$ cat src/design/jjy_pkg.sv
`timescale 1ns / 1ps
`default_nettype none

package jjy_pkg;

    // Width of the tick counter inside one second.
    localparam int TICK_COUNT_BITS = 12;
    localparam int CFG_W = 12;
    localparam int CFG_ADDR_W = 2;
    // Compare width: wide enough for counter and registers plus one carry bit.
    localparam int CMP_W = ((TICK_COUNT_BITS > CFG_W) ? TICK_COUNT_BITS : CFG_W) + 1;

    localparam int FRAME_LEN = 60;
    localparam int SEC_W = 6;
    localparam logic [SEC_W-1:0] LAST_SECOND = SEC_W'(FRAME_LEN - 1);

    localparam logic [CFG_W-1:0] TPS_RESET = CFG_W'(1000);
    localparam logic [CFG_W-1:0] MARKER_RESET = CFG_W'(200);
    localparam logic [CFG_W-1:0] ONE_RESET = CFG_W'(500);
    localparam logic [CFG_W-1:0] ZERO_RESET = CFG_W'(800);

    typedef enum logic [CFG_ADDR_W-1:0] {
        REG_TICKS_PER_SECOND = 2'd0,
        REG_MARKER_LOW = 2'd1,
        REG_ONE_LOW = 2'd2,
        REG_ZERO_LOW = 2'd3
    } cfg_reg_t;

    typedef enum logic [1:0] {
        SYM_ZERO = 2'd0,
        SYM_ONE = 2'd1,
        SYM_MARK = 2'd2
    } sym_t;

    typedef struct packed {
        logic load;
        logic shift;
    } cell_ctrl_t;

endpackage

`default_nettype wire

$ cat src/design/jjy_cell.sv
`timescale 1ns / 1ps
`default_nettype none

module jjy_cell (
    input  wire                 aclk,
    input  jjy_pkg::cell_ctrl_t ctrl,
    input  jjy_pkg::sym_t       load_sym,
    input  jjy_pkg::sym_t       right_sym,
    output jjy_pkg::sym_t       sym
);

    jjy_pkg::sym_t sym_reg;
    jjy_pkg::sym_t sym_next;

    always_comb begin
        sym_next = sym_reg;
        if (ctrl.load) begin
            sym_next = load_sym;
        end else if (ctrl.shift) begin
            sym_next = right_sym;
        end
    end

    always_ff @(posedge aclk) begin
        sym_reg <= sym_next;
    end

    assign sym = sym_reg;

endmodule

`default_nettype wire

$ cat src/design/jjy_enc.sv
`timescale 1ns / 1ps
`default_nettype none

module jjy_enc (
    input  wire [5:0]    minute,
    input  wire [4:0]    hour,
    input  wire [8:0]    day_of_year,
    input  wire [6:0]    year_two_digit,
    input  wire [2:0]    weekday,
    output jjy_pkg::sym_t frame_syms [jjy_pkg::FRAME_LEN]
);

    // Quotient by ten through a reciprocal multiply; exact for all 9-bit values.
    function automatic logic [8:0] div10(input logic [8:0] x);
        logic [19:0] p;
        p = 20'(x) * 20'd205;
        return p[19:11];
    endfunction

    // Quotient by one hundred; exact for all 9-bit values.
    function automatic logic [8:0] div100(input logic [8:0] x);
        logic [20:0] p;
        p = 21'(x) * 21'd41;
        return p[20:12];
    endfunction

    function automatic logic is_marker(input int s);
        return (s == 0) || (s == jjy_pkg::FRAME_LEN - 1) || ((s % 10) == 9);
    endfunction

    logic [8:0] mi_t, mi_o, hr_t, hr_o, dy_h, dy_r, dy_t, dy_o, yr_t, yr_o;
    logic [jjy_pkg::FRAME_LEN-1:0] bits;

    always_comb begin
        mi_t = div10(9'(minute));
        mi_o = 9'(minute) - 9'(mi_t * 9'd10);
        hr_t = div10(9'(hour));
        hr_o = 9'(hour) - 9'(hr_t * 9'd10);
        dy_h = div100(day_of_year);
        dy_r = day_of_year - 9'(dy_h * 9'd100);
        dy_t = div10(dy_r);
        dy_o = dy_r - 9'(dy_t * 9'd10);
        yr_t = div10(9'(year_two_digit));
        yr_o = 9'(year_two_digit) - 9'(yr_t * 9'd10);
    end

    // Each digit goes most significant bit first into the frame.
    always_comb begin
        bits = '0;
        bits[3:1] = {mi_t[0], mi_t[1], mi_t[2]};
        bits[8:5] = {mi_o[0], mi_o[1], mi_o[2], mi_o[3]};
        bits[13:12] = {hr_t[0], hr_t[1]};
        bits[18:15] = {hr_o[0], hr_o[1], hr_o[2], hr_o[3]};
        bits[23:22] = {dy_h[0], dy_h[1]};
        bits[28:25] = {dy_t[0], dy_t[1], dy_t[2], dy_t[3]};
        bits[33:30] = {dy_o[0], dy_o[1], dy_o[2], dy_o[3]};
        bits[36] = ^bits[18:12];
        bits[37] = ^bits[8:1];
        bits[44:41] = {yr_t[0], yr_t[1], yr_t[2], yr_t[3]};
        bits[48:45] = {yr_o[0], yr_o[1], yr_o[2], yr_o[3]};
        bits[52:50] = {weekday[0], weekday[1], weekday[2]};
    end

    always_comb begin
        for (int s = 0; s < jjy_pkg::FRAME_LEN; s++) begin
            if (is_marker(s)) begin
                frame_syms[s] = jjy_pkg::SYM_MARK;
            end else if (bits[s]) begin
                frame_syms[s] = jjy_pkg::SYM_ONE;
            end else begin
                frame_syms[s] = jjy_pkg::SYM_ZERO;
            end
        end
    end

endmodule

`default_nettype wire

$ cat src/design/jjy_time_code_transmitter.sv
`timescale 1ns / 1ps
`default_nettype none

// Channel   Direction  Handshake             Contents
// s_        in         s_valid / s_ready     command, minute, hour, day_of_year, year, weekday
// m_        out        m_valid / m_ready     pin_level, second_index, symbol, frame_end, busy, ack
// cfg_      in         cfg_we                cfg_addr selects the register, cfg_wdata the value
//
// A new request is taken in each cycle that the output register is empty or being
// drained. The result is registered and appears in the cycle after acceptance.
// The frame is held as a row of sixty symbol cells that shift by one at each second.
// Reset clears the control state and loads the register defaults.

module jjy_time_code_transmitter (
    input  wire                           aclk,
    input  wire                           aresetn,

    input  wire                           cfg_we,
    input  wire [jjy_pkg::CFG_ADDR_W-1:0] cfg_addr,
    input  wire [jjy_pkg::CFG_W-1:0]      cfg_wdata,

    input  wire                           s_valid,
    output logic                          s_ready,
    input  wire                           s_command,
    input  wire [5:0]                     s_minute,
    input  wire [4:0]                     s_hour,
    input  wire [8:0]                     s_day_of_year,
    input  wire [6:0]                     s_year_two_digit,
    input  wire [2:0]                     s_weekday,

    output logic                          m_valid,
    input  wire                           m_ready,
    output logic                          m_pin_level,
    output logic [5:0]                    m_second_index,
    output logic [1:0]                    m_symbol,
    output logic                          m_frame_end,
    output logic                          m_busy_res,
    output logic                          m_start_accepted
);

    localparam int TW = jjy_pkg::TICK_COUNT_BITS;
    localparam int CW = jjy_pkg::CMP_W;
    localparam int N = jjy_pkg::FRAME_LEN;
    localparam logic [TW-1:0] TICK_MAX = {TW{1'b1}};

    logic [jjy_pkg::CFG_W-1:0] tps_reg, marker_reg, one_reg, zero_reg;

    logic [TW-1:0] tick_reg, tick_next;
    logic [jjy_pkg::SEC_W-1:0] sec_reg, sec_next;
    logic sending_reg, sending_next;

    logic m_valid_reg, m_valid_next;
    logic pin_reg, fend_reg, busy_reg, acc_reg;
    logic [jjy_pkg::SEC_W-1:0] sec_out_reg;
    jjy_pkg::sym_t sym_out_reg;

    logic pin_next, fend_next, busy_next, acc_next;
    logic [jjy_pkg::SEC_W-1:0] sec_out_next;
    jjy_pkg::sym_t sym_out_next;

    logic take, start_ok, tick_act, sec_end, last_sec, pin_tick;
    logic [jjy_pkg::CFG_W-1:0] eff, low_sel, low_clamp;
    logic [CW-1:0] t_ext;

    jjy_pkg::sym_t enc_syms [N];
    jjy_pkg::sym_t cell_syms [N];
    jjy_pkg::cell_ctrl_t cell_ctrl;
    jjy_pkg::sym_t head_sym;

    // Configuration registers.
    always_ff @(posedge aclk) begin
        if (!aresetn) begin
            tps_reg <= jjy_pkg::TPS_RESET;
            marker_reg <= jjy_pkg::MARKER_RESET;
            one_reg <= jjy_pkg::ONE_RESET;
            zero_reg <= jjy_pkg::ZERO_RESET;
        end else if (cfg_we) begin
            case (jjy_pkg::cfg_reg_t'(cfg_addr))
                jjy_pkg::REG_TICKS_PER_SECOND: tps_reg <= cfg_wdata;
                jjy_pkg::REG_MARKER_LOW: marker_reg <= cfg_wdata;
                jjy_pkg::REG_ONE_LOW: one_reg <= cfg_wdata;
                jjy_pkg::REG_ZERO_LOW: zero_reg <= cfg_wdata;
                default: ;
            endcase
        end
    end

    jjy_enc u_enc (
        .minute(s_minute),
        .hour(s_hour),
        .day_of_year(s_day_of_year),
        .year_two_digit(s_year_two_digit),
        .weekday(s_weekday),
        .frame_syms(enc_syms)
    );

    // Cell i holds the symbol of the second that is i seconds ahead.
    for (genvar i = 0; i < N; i++) begin : g_cell
        jjy_pkg::sym_t right_sym;
        if (i == N - 1) begin : g_tail
            assign right_sym = jjy_pkg::SYM_ZERO;
        end else begin : g_mid
            assign right_sym = cell_syms[i+1];
        end
        jjy_cell u_cell (
            .aclk(aclk),
            .ctrl(cell_ctrl),
            .load_sym(enc_syms[i]),
            .right_sym(right_sym),
            .sym(cell_syms[i])
        );
    end

    assign head_sym = cell_syms[0];

    assign s_ready = !m_valid_reg || m_ready;
    assign take = s_valid && s_ready;
    assign start_ok = s_command && !sending_reg;
    assign tick_act = !s_command && sending_reg;

    always_comb begin
        eff = (tps_reg == '0) ? jjy_pkg::CFG_W'(1) : tps_reg;
        case (head_sym)
            jjy_pkg::SYM_MARK: low_sel = marker_reg;
            jjy_pkg::SYM_ONE: low_sel = one_reg;
            default: low_sel = zero_reg;
        endcase
        low_clamp = (low_sel > eff) ? eff : low_sel;
        t_ext = CW'(tick_reg);
        pin_tick = !(t_ext < CW'(low_clamp));
        sec_end = ((t_ext + CW'(1)) >= CW'(eff)) || (tick_reg == TICK_MAX);
        last_sec = sec_reg >= jjy_pkg::LAST_SECOND;
    end

    // Frame sequencing.
    always_comb begin
        tick_next = tick_reg;
        sec_next = sec_reg;
        sending_next = sending_reg;
        cell_ctrl = '0;
        if (take) begin
            if (start_ok) begin
                cell_ctrl.load = 1'b1;
                tick_next = '0;
                sec_next = '0;
                sending_next = 1'b1;
            end else if (tick_act) begin
                if (sec_end) begin
                    tick_next = '0;
                    cell_ctrl.shift = 1'b1;
                    if (last_sec) begin
                        sec_next = '0;
                        sending_next = 1'b0;
                    end else begin
                        sec_next = sec_reg + jjy_pkg::SEC_W'(1);
                    end
                end else begin
                    tick_next = tick_reg + TW'(1);
                end
            end
        end
    end

    // Result of the request being taken.
    always_comb begin
        pin_next = tick_act ? pin_tick : 1'b1;
        fend_next = tick_act && sec_end && last_sec;
        busy_next = start_ok || sending_reg;
        acc_next = start_ok;
        if (start_ok) begin
            sec_out_next = '0;
            sym_out_next = jjy_pkg::SYM_MARK;
        end else if (sending_reg) begin
            sec_out_next = sec_reg;
            sym_out_next = head_sym;
        end else begin
            sec_out_next = '0;
            sym_out_next = jjy_pkg::SYM_ZERO;
        end
        m_valid_next = take ? 1'b1 : (m_ready ? 1'b0 : m_valid_reg);
    end

    always_ff @(posedge aclk) begin
        if (!aresetn) begin
            tick_reg <= '0;
            sec_reg <= '0;
            sending_reg <= 1'b0;
            m_valid_reg <= 1'b0;
        end else begin
            tick_reg <= tick_next;
            sec_reg <= sec_next;
            sending_reg <= sending_next;
            m_valid_reg <= m_valid_next;
        end
    end

    always_ff @(posedge aclk) begin
        if (take) begin
            pin_reg <= pin_next;
            fend_reg <= fend_next;
            busy_reg <= busy_next;
            acc_reg <= acc_next;
            sec_out_reg <= sec_out_next;
            sym_out_reg <= sym_out_next;
        end
    end

    assign m_valid = m_valid_reg;
    assign m_pin_level = pin_reg;
    assign m_second_index = sec_out_reg;
    assign m_symbol = sym_out_reg;
    assign m_frame_end = fend_reg;
    assign m_busy_res = busy_reg;
    assign m_start_accepted = acc_reg;

endmodule

`default_nettype wire

$ cat config.mk
export PLATFORM = sky130hd
export DESIGN_NAME = jjy_time_code_transmitter
export DESIGN_NICKNAME = d
export VERILOG_FILES = /design/src/design/jjy_pkg.sv /design/src/design/jjy_cell.sv /design/src/design/jjy_enc.sv /design/src/design/jjy_time_code_transmitter.sv
export SDC_FILE = /design/constraint.sdc
export NUM_CORES = 1
export LEC_CHECK = 0
export BUFFER_PORTS_ARGS = -buffer_cell sky130_fd_sc_hd__buf_4
export CORE_MARGIN = 2
export CORE_UTILIZATION = 55
export DETAILED_ROUTE_END_ITERATION = 12
export PLACE_DENSITY = 0.73
export SYNTH_ARGS = -nofsm -noshare
export SYNTH_HDL_FRONTEND = slang
export SYNTH_SLANG_ARGS = --single-unit
$ cat constraint.sdc
create_clock -name aclk -period 18.46 [get_ports aclk]
set_clock_uncertainty 0.05 [all_clocks]
set_input_delay 2.769 -clock aclk [delete_from_list [all_inputs] [get_ports aclk]]
set_output_delay 2.769 -clock aclk [all_outputs]
set_load 0.01 [all_outputs]
Word-level counts from Yosys, hierarchy flattened. Index checks and enable logic that the tools add are counted.

Reduce and logical (&&, ||, !) cells: 29. $add $sub $neg: 8. Bitwise operators: 1. Equal/unequal tests: 6. $mul: 10. Magnitude comparators: 4. Muxes and demuxes: 130.

Operator list (number): 2-to-1 mux 2 bit (74); 2-to-1 mux 12 bit (5); 2-to-1 mux 1 bit (46); 2-to-1 mux 6 bit (4); one-hot mux 12 bit (2 select lines) (1); multiplier 9 x 8 -> 17 bit (second input constant) (1); subtractor 4 bit (4); multiplier 7 x 8 -> 15 bit (second input constant) (1); multiplier 9 x 6 -> 15 bit (second input constant) (1); multiplier 6 x 8 -> 14 bit (second input constant) (1); adder 12 x 1 -> 13 bit (second input constant) (1); >= comparator 13 x 12 -> 1 bit (1); multiplier 5 x 8 -> 13 bit (second input constant) (1); adder 12 x 1 -> 12 bit (second input constant) (1); equality test 12 bit (second input constant) (1); > comparator 12 bit (1); logical NOT 12 bit (1); < comparator 12 bit (1); AND reduction 2 bit (5); nonzero test 2 bit (5); subtractor 9 bit (1); parity 8 bit (1); multiplier 3 x 5 -> 7 bit (second input constant) (1); parity 7 bit (1); 16 further kinds (28).

Bits of input ports: 50. Logic and storage cells: 263. Bits in registers: 193.

Logic depth before layout (Yosys ltp).
Depth in word-level cells: 10. Depth in mapped cells: 37. Gate-level depth less buffers: 37.

Cells and area by module. From an unflattened synthesis, not the netlist that was laid out.

Cells, all modules: 1372. Area total of the unflattened synthesis: 14766.7 sq um.

By module, submodules not included: jjy_cell (instances 60, cells each 5, area each 88.8 sq um); jjy_enc (instances 1, cells each 543, area each 4934.7 sq um); jjy_time_code_transmitter (instances 1, cells each 529, area each 4501.8 sq um).

Worst setup path before layout. OpenSTA, ideal clock, no wires.

Path type: input port to flip-flop. From: in s_day_of_year[2]. To: reg g_cell[30].u_cell.sym_reg[0] (data pin). Path slack: 7.607 ns. Buffers on the path: 0. Cell stages on the path: 35. Setup time: 0.152 ns. Data arrival time: 10.651 ns. Cell sequence: ha_1 > fa_1 > ha_1 > ha_1 > a21oi_2 > o22ai_2 > or4_4 > nand2_1 > xor2_1 > inv_1 > fa_1 > a2111oi_0 > nor4_1 > xnor2_1 > ha_1 > inv_1 > fa_1 > inv_1 > fa_1 > inv_1 > fa_1 > inv_1 > ha_1 > a21oi_1 > nor2b_1 > o21ai_0 > o21ai_0 > nor2_1 > xnor2_1 > ha_1 > inv_1 > fa_1 > xnor2_1 > xnor3_1 > o21ai_0.

Cells in the longest elaborated chain, start to end: 8.

Ends and longest elaborated chain: start, declared (line jjy_time_code_transmitter.sv:27) `input wire [8:0] s_day_of_year,`; multiplier 9 x 6 -> 15 bit (line jjy_enc.sv:23) `p = 21'(x) * 21'd41;`; multiplier 3 x 5 -> 7 bit (line jjy_enc.sv:40) `dy_r = day_of_year - 9'(dy_h * 9'd100);`; subtractor 9 bit * (line jjy_enc.sv:40); multiplier 9 x 8 -> 17 bit (line jjy_enc.sv:16) `p = 20'(x) * 20'd205;`; multiplier 6 x 3 -> 3 bit (line jjy_enc.sv:42) `dy_o = dy_r - 9'(dy_t * 9'd10);`; subtractor 4 bit * (line jjy_enc.sv:42); 2-to-1 mux 1 bit * (line jjy_enc.sv:68) `end else if (bits[s]) begin`; 2-to-1 mux 2 bit * (line jjy_cell.sv:17) `if (ctrl.load) begin`; via g_cell[30].u_cell.sym_next[0] (line jjy_cell.sv:13) `jjy_pkg::sym_t sym_next;`; end signal, assigned (line jjy_cell.sv:25) `sym_reg <= sym_next;`; end, declared (line jjy_cell.sv:12) `jjy_pkg::sym_t sym_reg;`.

Mark *: on every way through the listed nets, which the timed path passes. The rest lies on a longest branch. A chain may end at the register's enable or synchronous reset.

Final worst setup path.
From: in s_day_of_year[4]. To: reg g_cell[30].u_cell.sym_reg[0] (data pin).

Same word-level chain as after synthesis.

==> tab_implementation.tex <==
\begin{tabular}{lr}
\hline
Metric & Value \\
\hline
\multicolumn{2}{l}{\textbf{Placed design}} \\
\quad \# port buffers & 63 \\
\quad Setup WS pre-CTS & 6660 ps \\
\quad Post-detailed-placement half-perimeter wirelength & 18600 um \\
\quad Instance area after placement & 13600 um\^{}2 \\
\quad Final RePlAce weighted congestion & 0.853 \\
\multicolumn{2}{l}{\textbf{Worst setup path}} \\
\quad Required time reported for the critical path endpoint & 18700 ps \\
\quad Kind of capture point of the worst setup path & flip-flop \\
\quad Type of the worst setup path & in -> reg \\
\quad Slowest stage cell on the critical path & sky130\_fd\_sc\_hd\_\_a2111oi\_0 \\
\quad Longest individual stage delay on the worst path & 710 ps \\
\quad Crit path arrival time & 11730 ps \\
\quad CP startpoint kind & input pin \\
\quad Crit path max fanout & 7 \\
\multicolumn{2}{l}{\textbf{Clock tree}} \\
\quad Clock root buffer & sky130\_fd\_sc\_hd\_\_clkbuf\_16 \\
\quad Clock tree from TritonCTS & done \\
\quad Count of hold-fix buffers inserted at cts & 0 \\
\quad Buffers inserted by post-CTS timing repair & 0 \\
\quad Number of buffers inserted during clock tree synthesis & 17 \\
\quad Later-pin clock latency in the skew report & 450 ps \\
\quad Depth of the CTS H-tree & 4 \\
\quad PostCTS Resize Cnt & 0 \\
\quad Largest buffer count on any clock path & 2 \\
\quad Number of sinks on the clock net & 193 \\
\quad Clock slew at the register clock pins of the worst setup and hold paths & 80 ps \\
\multicolumn{2}{l}{\textbf{Global routing}} \\
\quad Pin count of the biggest net entering global routing & 77 \\
\quad Wire length of the first global-routing pass & 44100 um \\
\quad Global-route total usage across every layer & 22.0\% \\
\quad Busiest layer in global routing & met2 \\
\quad Overflow left after global routing & 0 \\
\quad Number of global-route vias before repair & 9390 \\
\quad Met1 Track Usage GR & 28.2\% \\
\quad Global routing met2 resource utilization & 39.0\% \\
\quad Met3 Track Usage GR & 3.66\% \\
\quad Antenna violations before repair & 0 \\
\multicolumn{2}{l}{\textbf{STA}} \\
\quad Post-route fraction of the period consumed by the critical path & 62.3\% \\
\quad Number of setup violations in the final report & 0 \\
\quad Final Worst Setup Slack & 6970 ps \\
\quad Maximum frequency from static timing analysis & 87.0 MHz \\
\quad Clock period minus final worst setup slack & 11490 ps \\
\quad Worst Tran Pin Value & 1180 ps \\
\quad Setup total negative slack & 0 ps \\
\quad Relative slew slack & 21.2\% \\
\quad Number of failing hold endpoints at the final stage & 0 \\
\quad Final Slew Violations & 0 \\
\quad Unrepaired setup endpoints after global routing & no \\
\multicolumn{2}{l}{\textbf{Cells and area}} \\
\quad Fill cell instance count of the final layout & 1932 \\
\quad Fraction of layout cells with a size suffix above 1 & 9.43\% \\
\quad Post-synthesis to final-layout area growth & 11.1\% \\
\quad Antenna cell count & 0 \\
\quad Max FFs per register & 113 \\
\quad Design area & 14300 um\^{}2 \\
\quad Layout net count & 1673 \\
\quad Post-Route Utilization & 62.6\% \\
\multicolumn{2}{l}{\textbf{Logic synthesis}} \\
\quad Number of flops mapped to enable cells by yosys & 84 \\
\quad Cell Area, Synth & 12900 um\^{}2 \\
\quad Most common flop cell mapped by yosys & sky130\_fd\_sc\_hd\_\_dfxtp\_1 \\
\quad Leading area contributor after synthesis & sky130\_fd\_sc\_hd\_\_edfxtp\_1 \\
\quad Number of storage elements in the synthesis netlist & 193 \\
\quad Proportion of synthesized chip area in sequential cells & 36.5\% \\
\quad Main area contributors after synthesis & sky130\_fd\_sc\_hd\_\_edfxtp\_1, sky130\_fd\_sc\_hd\_\_ha\_1, sky130\_fd\_sc\_hd\_\_dfxtp\_1 \\
\quad Mapped Cells & 1344 \\
\quad Mapped Avg Cell Area & 9.58 um\^{}2 \\
\quad Number of distinct library cells after synthesis & 65 \\
\quad FFs w/ async S/R, synth & 0\% \\
\quad Portion of synthesized cell area occupied by the leading cell type & 19.6\% \\
\quad Net count after synthesis & 1630 \\
\quad Count of yosys warnings during synthesis & 0 \\
\multicolumn{2}{l}{\textbf{Route}} \\
\quad Vias after detailed routing & 9326 \\
\quad Router iterations before antenna repair & 5 \\
\quad Detailed-route wire length & 25300 um \\
\quad Via count normalized by instance count & 5.44 \\
\quad Detail Route Antenna Nets & 0 \\
\quad Detailed Route Iter0 Violations & 525 \\
\quad Drc violations & 0 \\
\quad Routed wirelength normalized by instance count & 14.7 um \\
\multicolumn{2}{l}{\textbf{Pwr}} \\
\quad Proportion of power drawn by the clock network & 14.4\% \\
\quad Proportion of power drawn by flip-flops and latches & 17.8\% \\
\quad Switching component of the power & 1170 uW \\
\quad Proportion of total power due to net switching & 41.7\% \\
\quad Maximum resistive drop on vdd & 0.275 mV \\
\quad Power Dens Cells & 196 nW/um\^{}2 \\
\quad Total power after layout & 2800 uW \\
\quad Internal power & 1640 uW \\
\quad Leak Pwr & 0.00641 uW \\
\quad Share of total power in combinational logic & 67.8\% \\
\multicolumn{2}{l}{\textbf{Floorplanning}} \\
\quad Starting density of the core & 56.4\% \\
\quad Area enclosed by the die boundary & 24700 um\^{}2 \\
\quad Vertical extent of the die & 157 um \\
\quad Width of the die & 157 um \\
\quad Floorplan row count & 55 \\
\quad Core footprint & 22800 um\^{}2 \\
\quad \# IOs & 64 \\
\multicolumn{2}{l}{\textbf{Flow run}} \\
\quad Maxcap violations & 0 \\
\multicolumn{2}{l}{\textbf{Run status}} \\
\quad Outcome & completed \\
\multicolumn{2}{l}{\textbf{Min path}} \\
\quad Worst min path class & reg -> reg \\
\hline
\end{tabular}
==> critical path, delay by kind of cell <==
kind | cells | cell delay [ps]
and+or+nand+nor | 5 | 1100
buffers and inverters | 7 | 530
AOI/OAI and AO/OA | 7 | 1650
xor gates and xnor gates | 5 | 1040
adders and majority gates | 12 | 4610
==> Yosys cell counts, drive strengths merged, types with 3 or more instances <==
cell / number
or2: 8
o31ai: 3
a21o: 16
nor2b: 40
nor4: 4
nand3b: 5
nand3: 35
and3: 6
fa: 36
o22a: 6
nand4: 13
edfxtp: 84
nor3: 14
nand2b: 6
clkbuf: 42
xor2: 22
mux2i: 12
nor2: 23
a21boi: 40
xnor2: 39
o21ai: 74
dfxtp: 109
o22ai: 7
ha: 200
a21oi: 30
inv: 137
a2111oi: 7
nand2: 243
and2: 9
mux2: 7
o211ai: 8
a22oi: 17
o21a: 6
o2111ai: 4
==> per-stage QoR <==
stage	hold WS [ps]	cells
6_report	403	1713
5_1_grt	428	1713
4_1_cts	403	1713
3_5_place_dp	386	1681
3_3_place_gp	372	1681
2_1_floorplan	368	1344
==> final timing paths <==
check | start | to | slack (ps) | cells after the start
min | g_cell[30].u_cell.sym[0]$_DFFE_PP_ | g_cell[29].u_cell.sym[0]$_SDFFE_PP0P_ | 400 | 2
min reg2reg | g_cell[30].u_cell.sym[0]$_DFFE_PP_ | g_cell[29].u_cell.sym[0]$_SDFFE_PP0P_ | 400 | 2
max reg2reg | g_cell[0].u_cell.sym[0]$_SDFFE_PP0P_ | m_pin_level$_SDFFCE_PN1P_ | 12860 | 18
max | s_day_of_year[4] | g_cell[30].u_cell.sym[0]$_DFFE_PP_ | 6970 | 36
==> final cells by class <==
| type | instances | area, um^2 | area share, % |
|---|---|---|---|
| clock buffers | 17 | 425 | 2.97 |
| clock inverters | 15 | 239 | 1.67 |
| well taps | 313 | 392 | 2.74 |
| repair buffers | 68 | 510 | 3.57 |
| flip-flops and latches | 193 | 4700 | 32.9 |
| inverters | 137 | 514 | 3.59 |
| multi-input cells | 970 | 7520 | 52.6 |
==> cell families after synthesis <==
logic type      after synthesis  share of synthesized area [%]
compound gates              236                           12.2
flops                       193                           36.5
fa+ha+maj                   237                           25.1
simple gates                415                           14.8
mux                          19                           1.54
buf+inv                     181                           5.29
xor+xnor                     63                           4.56
==> power by group through the flow <==
stage	clock, uW	sequential, uW	combinational [uW]
2_1_floorplan	0	508	1550
3_3_place_gp	0	509	1840
3_5_place_dp	0	509	1900
4_1_cts	410	500	1920
5_1_grt	426	502	2230
6_report	404	500	1900
==> layer usage <==
layer  vias to the layer above  share of wire [%]
li1                       4719                  -
met1                      4432                 46
met2                       149                 50
met3                        26                3.1
met4                         0                1.1
met5                         -                  0
==> layout by cell type, fill, tap and decap left out, types with 27 or more instances in the layout <==
| cell type | netlist | layout |
|---|---|---|
| sky130_fd_sc_hd__inv_1 | 137 | 137 |
| sky130_fd_sc_hd__buf_4 | 0 | 68 |
| sky130_fd_sc_hd__fa_1 | 36 | 36 |
| sky130_fd_sc_hd__ha_1 | 200 | 200 |
| sky130_fd_sc_hd__edfxtp_1 | 84 | 84 |
| sky130_fd_sc_hd__xnor2_1 | 38 | 38 |
| sky130_fd_sc_hd__nand3_1 | 35 | 35 |
| sky130_fd_sc_hd__dfxtp_1 | 109 | 109 |
| sky130_fd_sc_hd__a21boi_0 | 32 | 32 |
| sky130_fd_sc_hd__a21oi_1 | 27 | 27 |
| sky130_fd_sc_hd__o21ai_0 | 71 | 71 |
| sky130_fd_sc_hd__nor2b_1 | 40 | 40 |
| sky130_fd_sc_hd__nand2_1 | 243 | 242 |
Note: power is estimated with default switching activity, not from simulation.
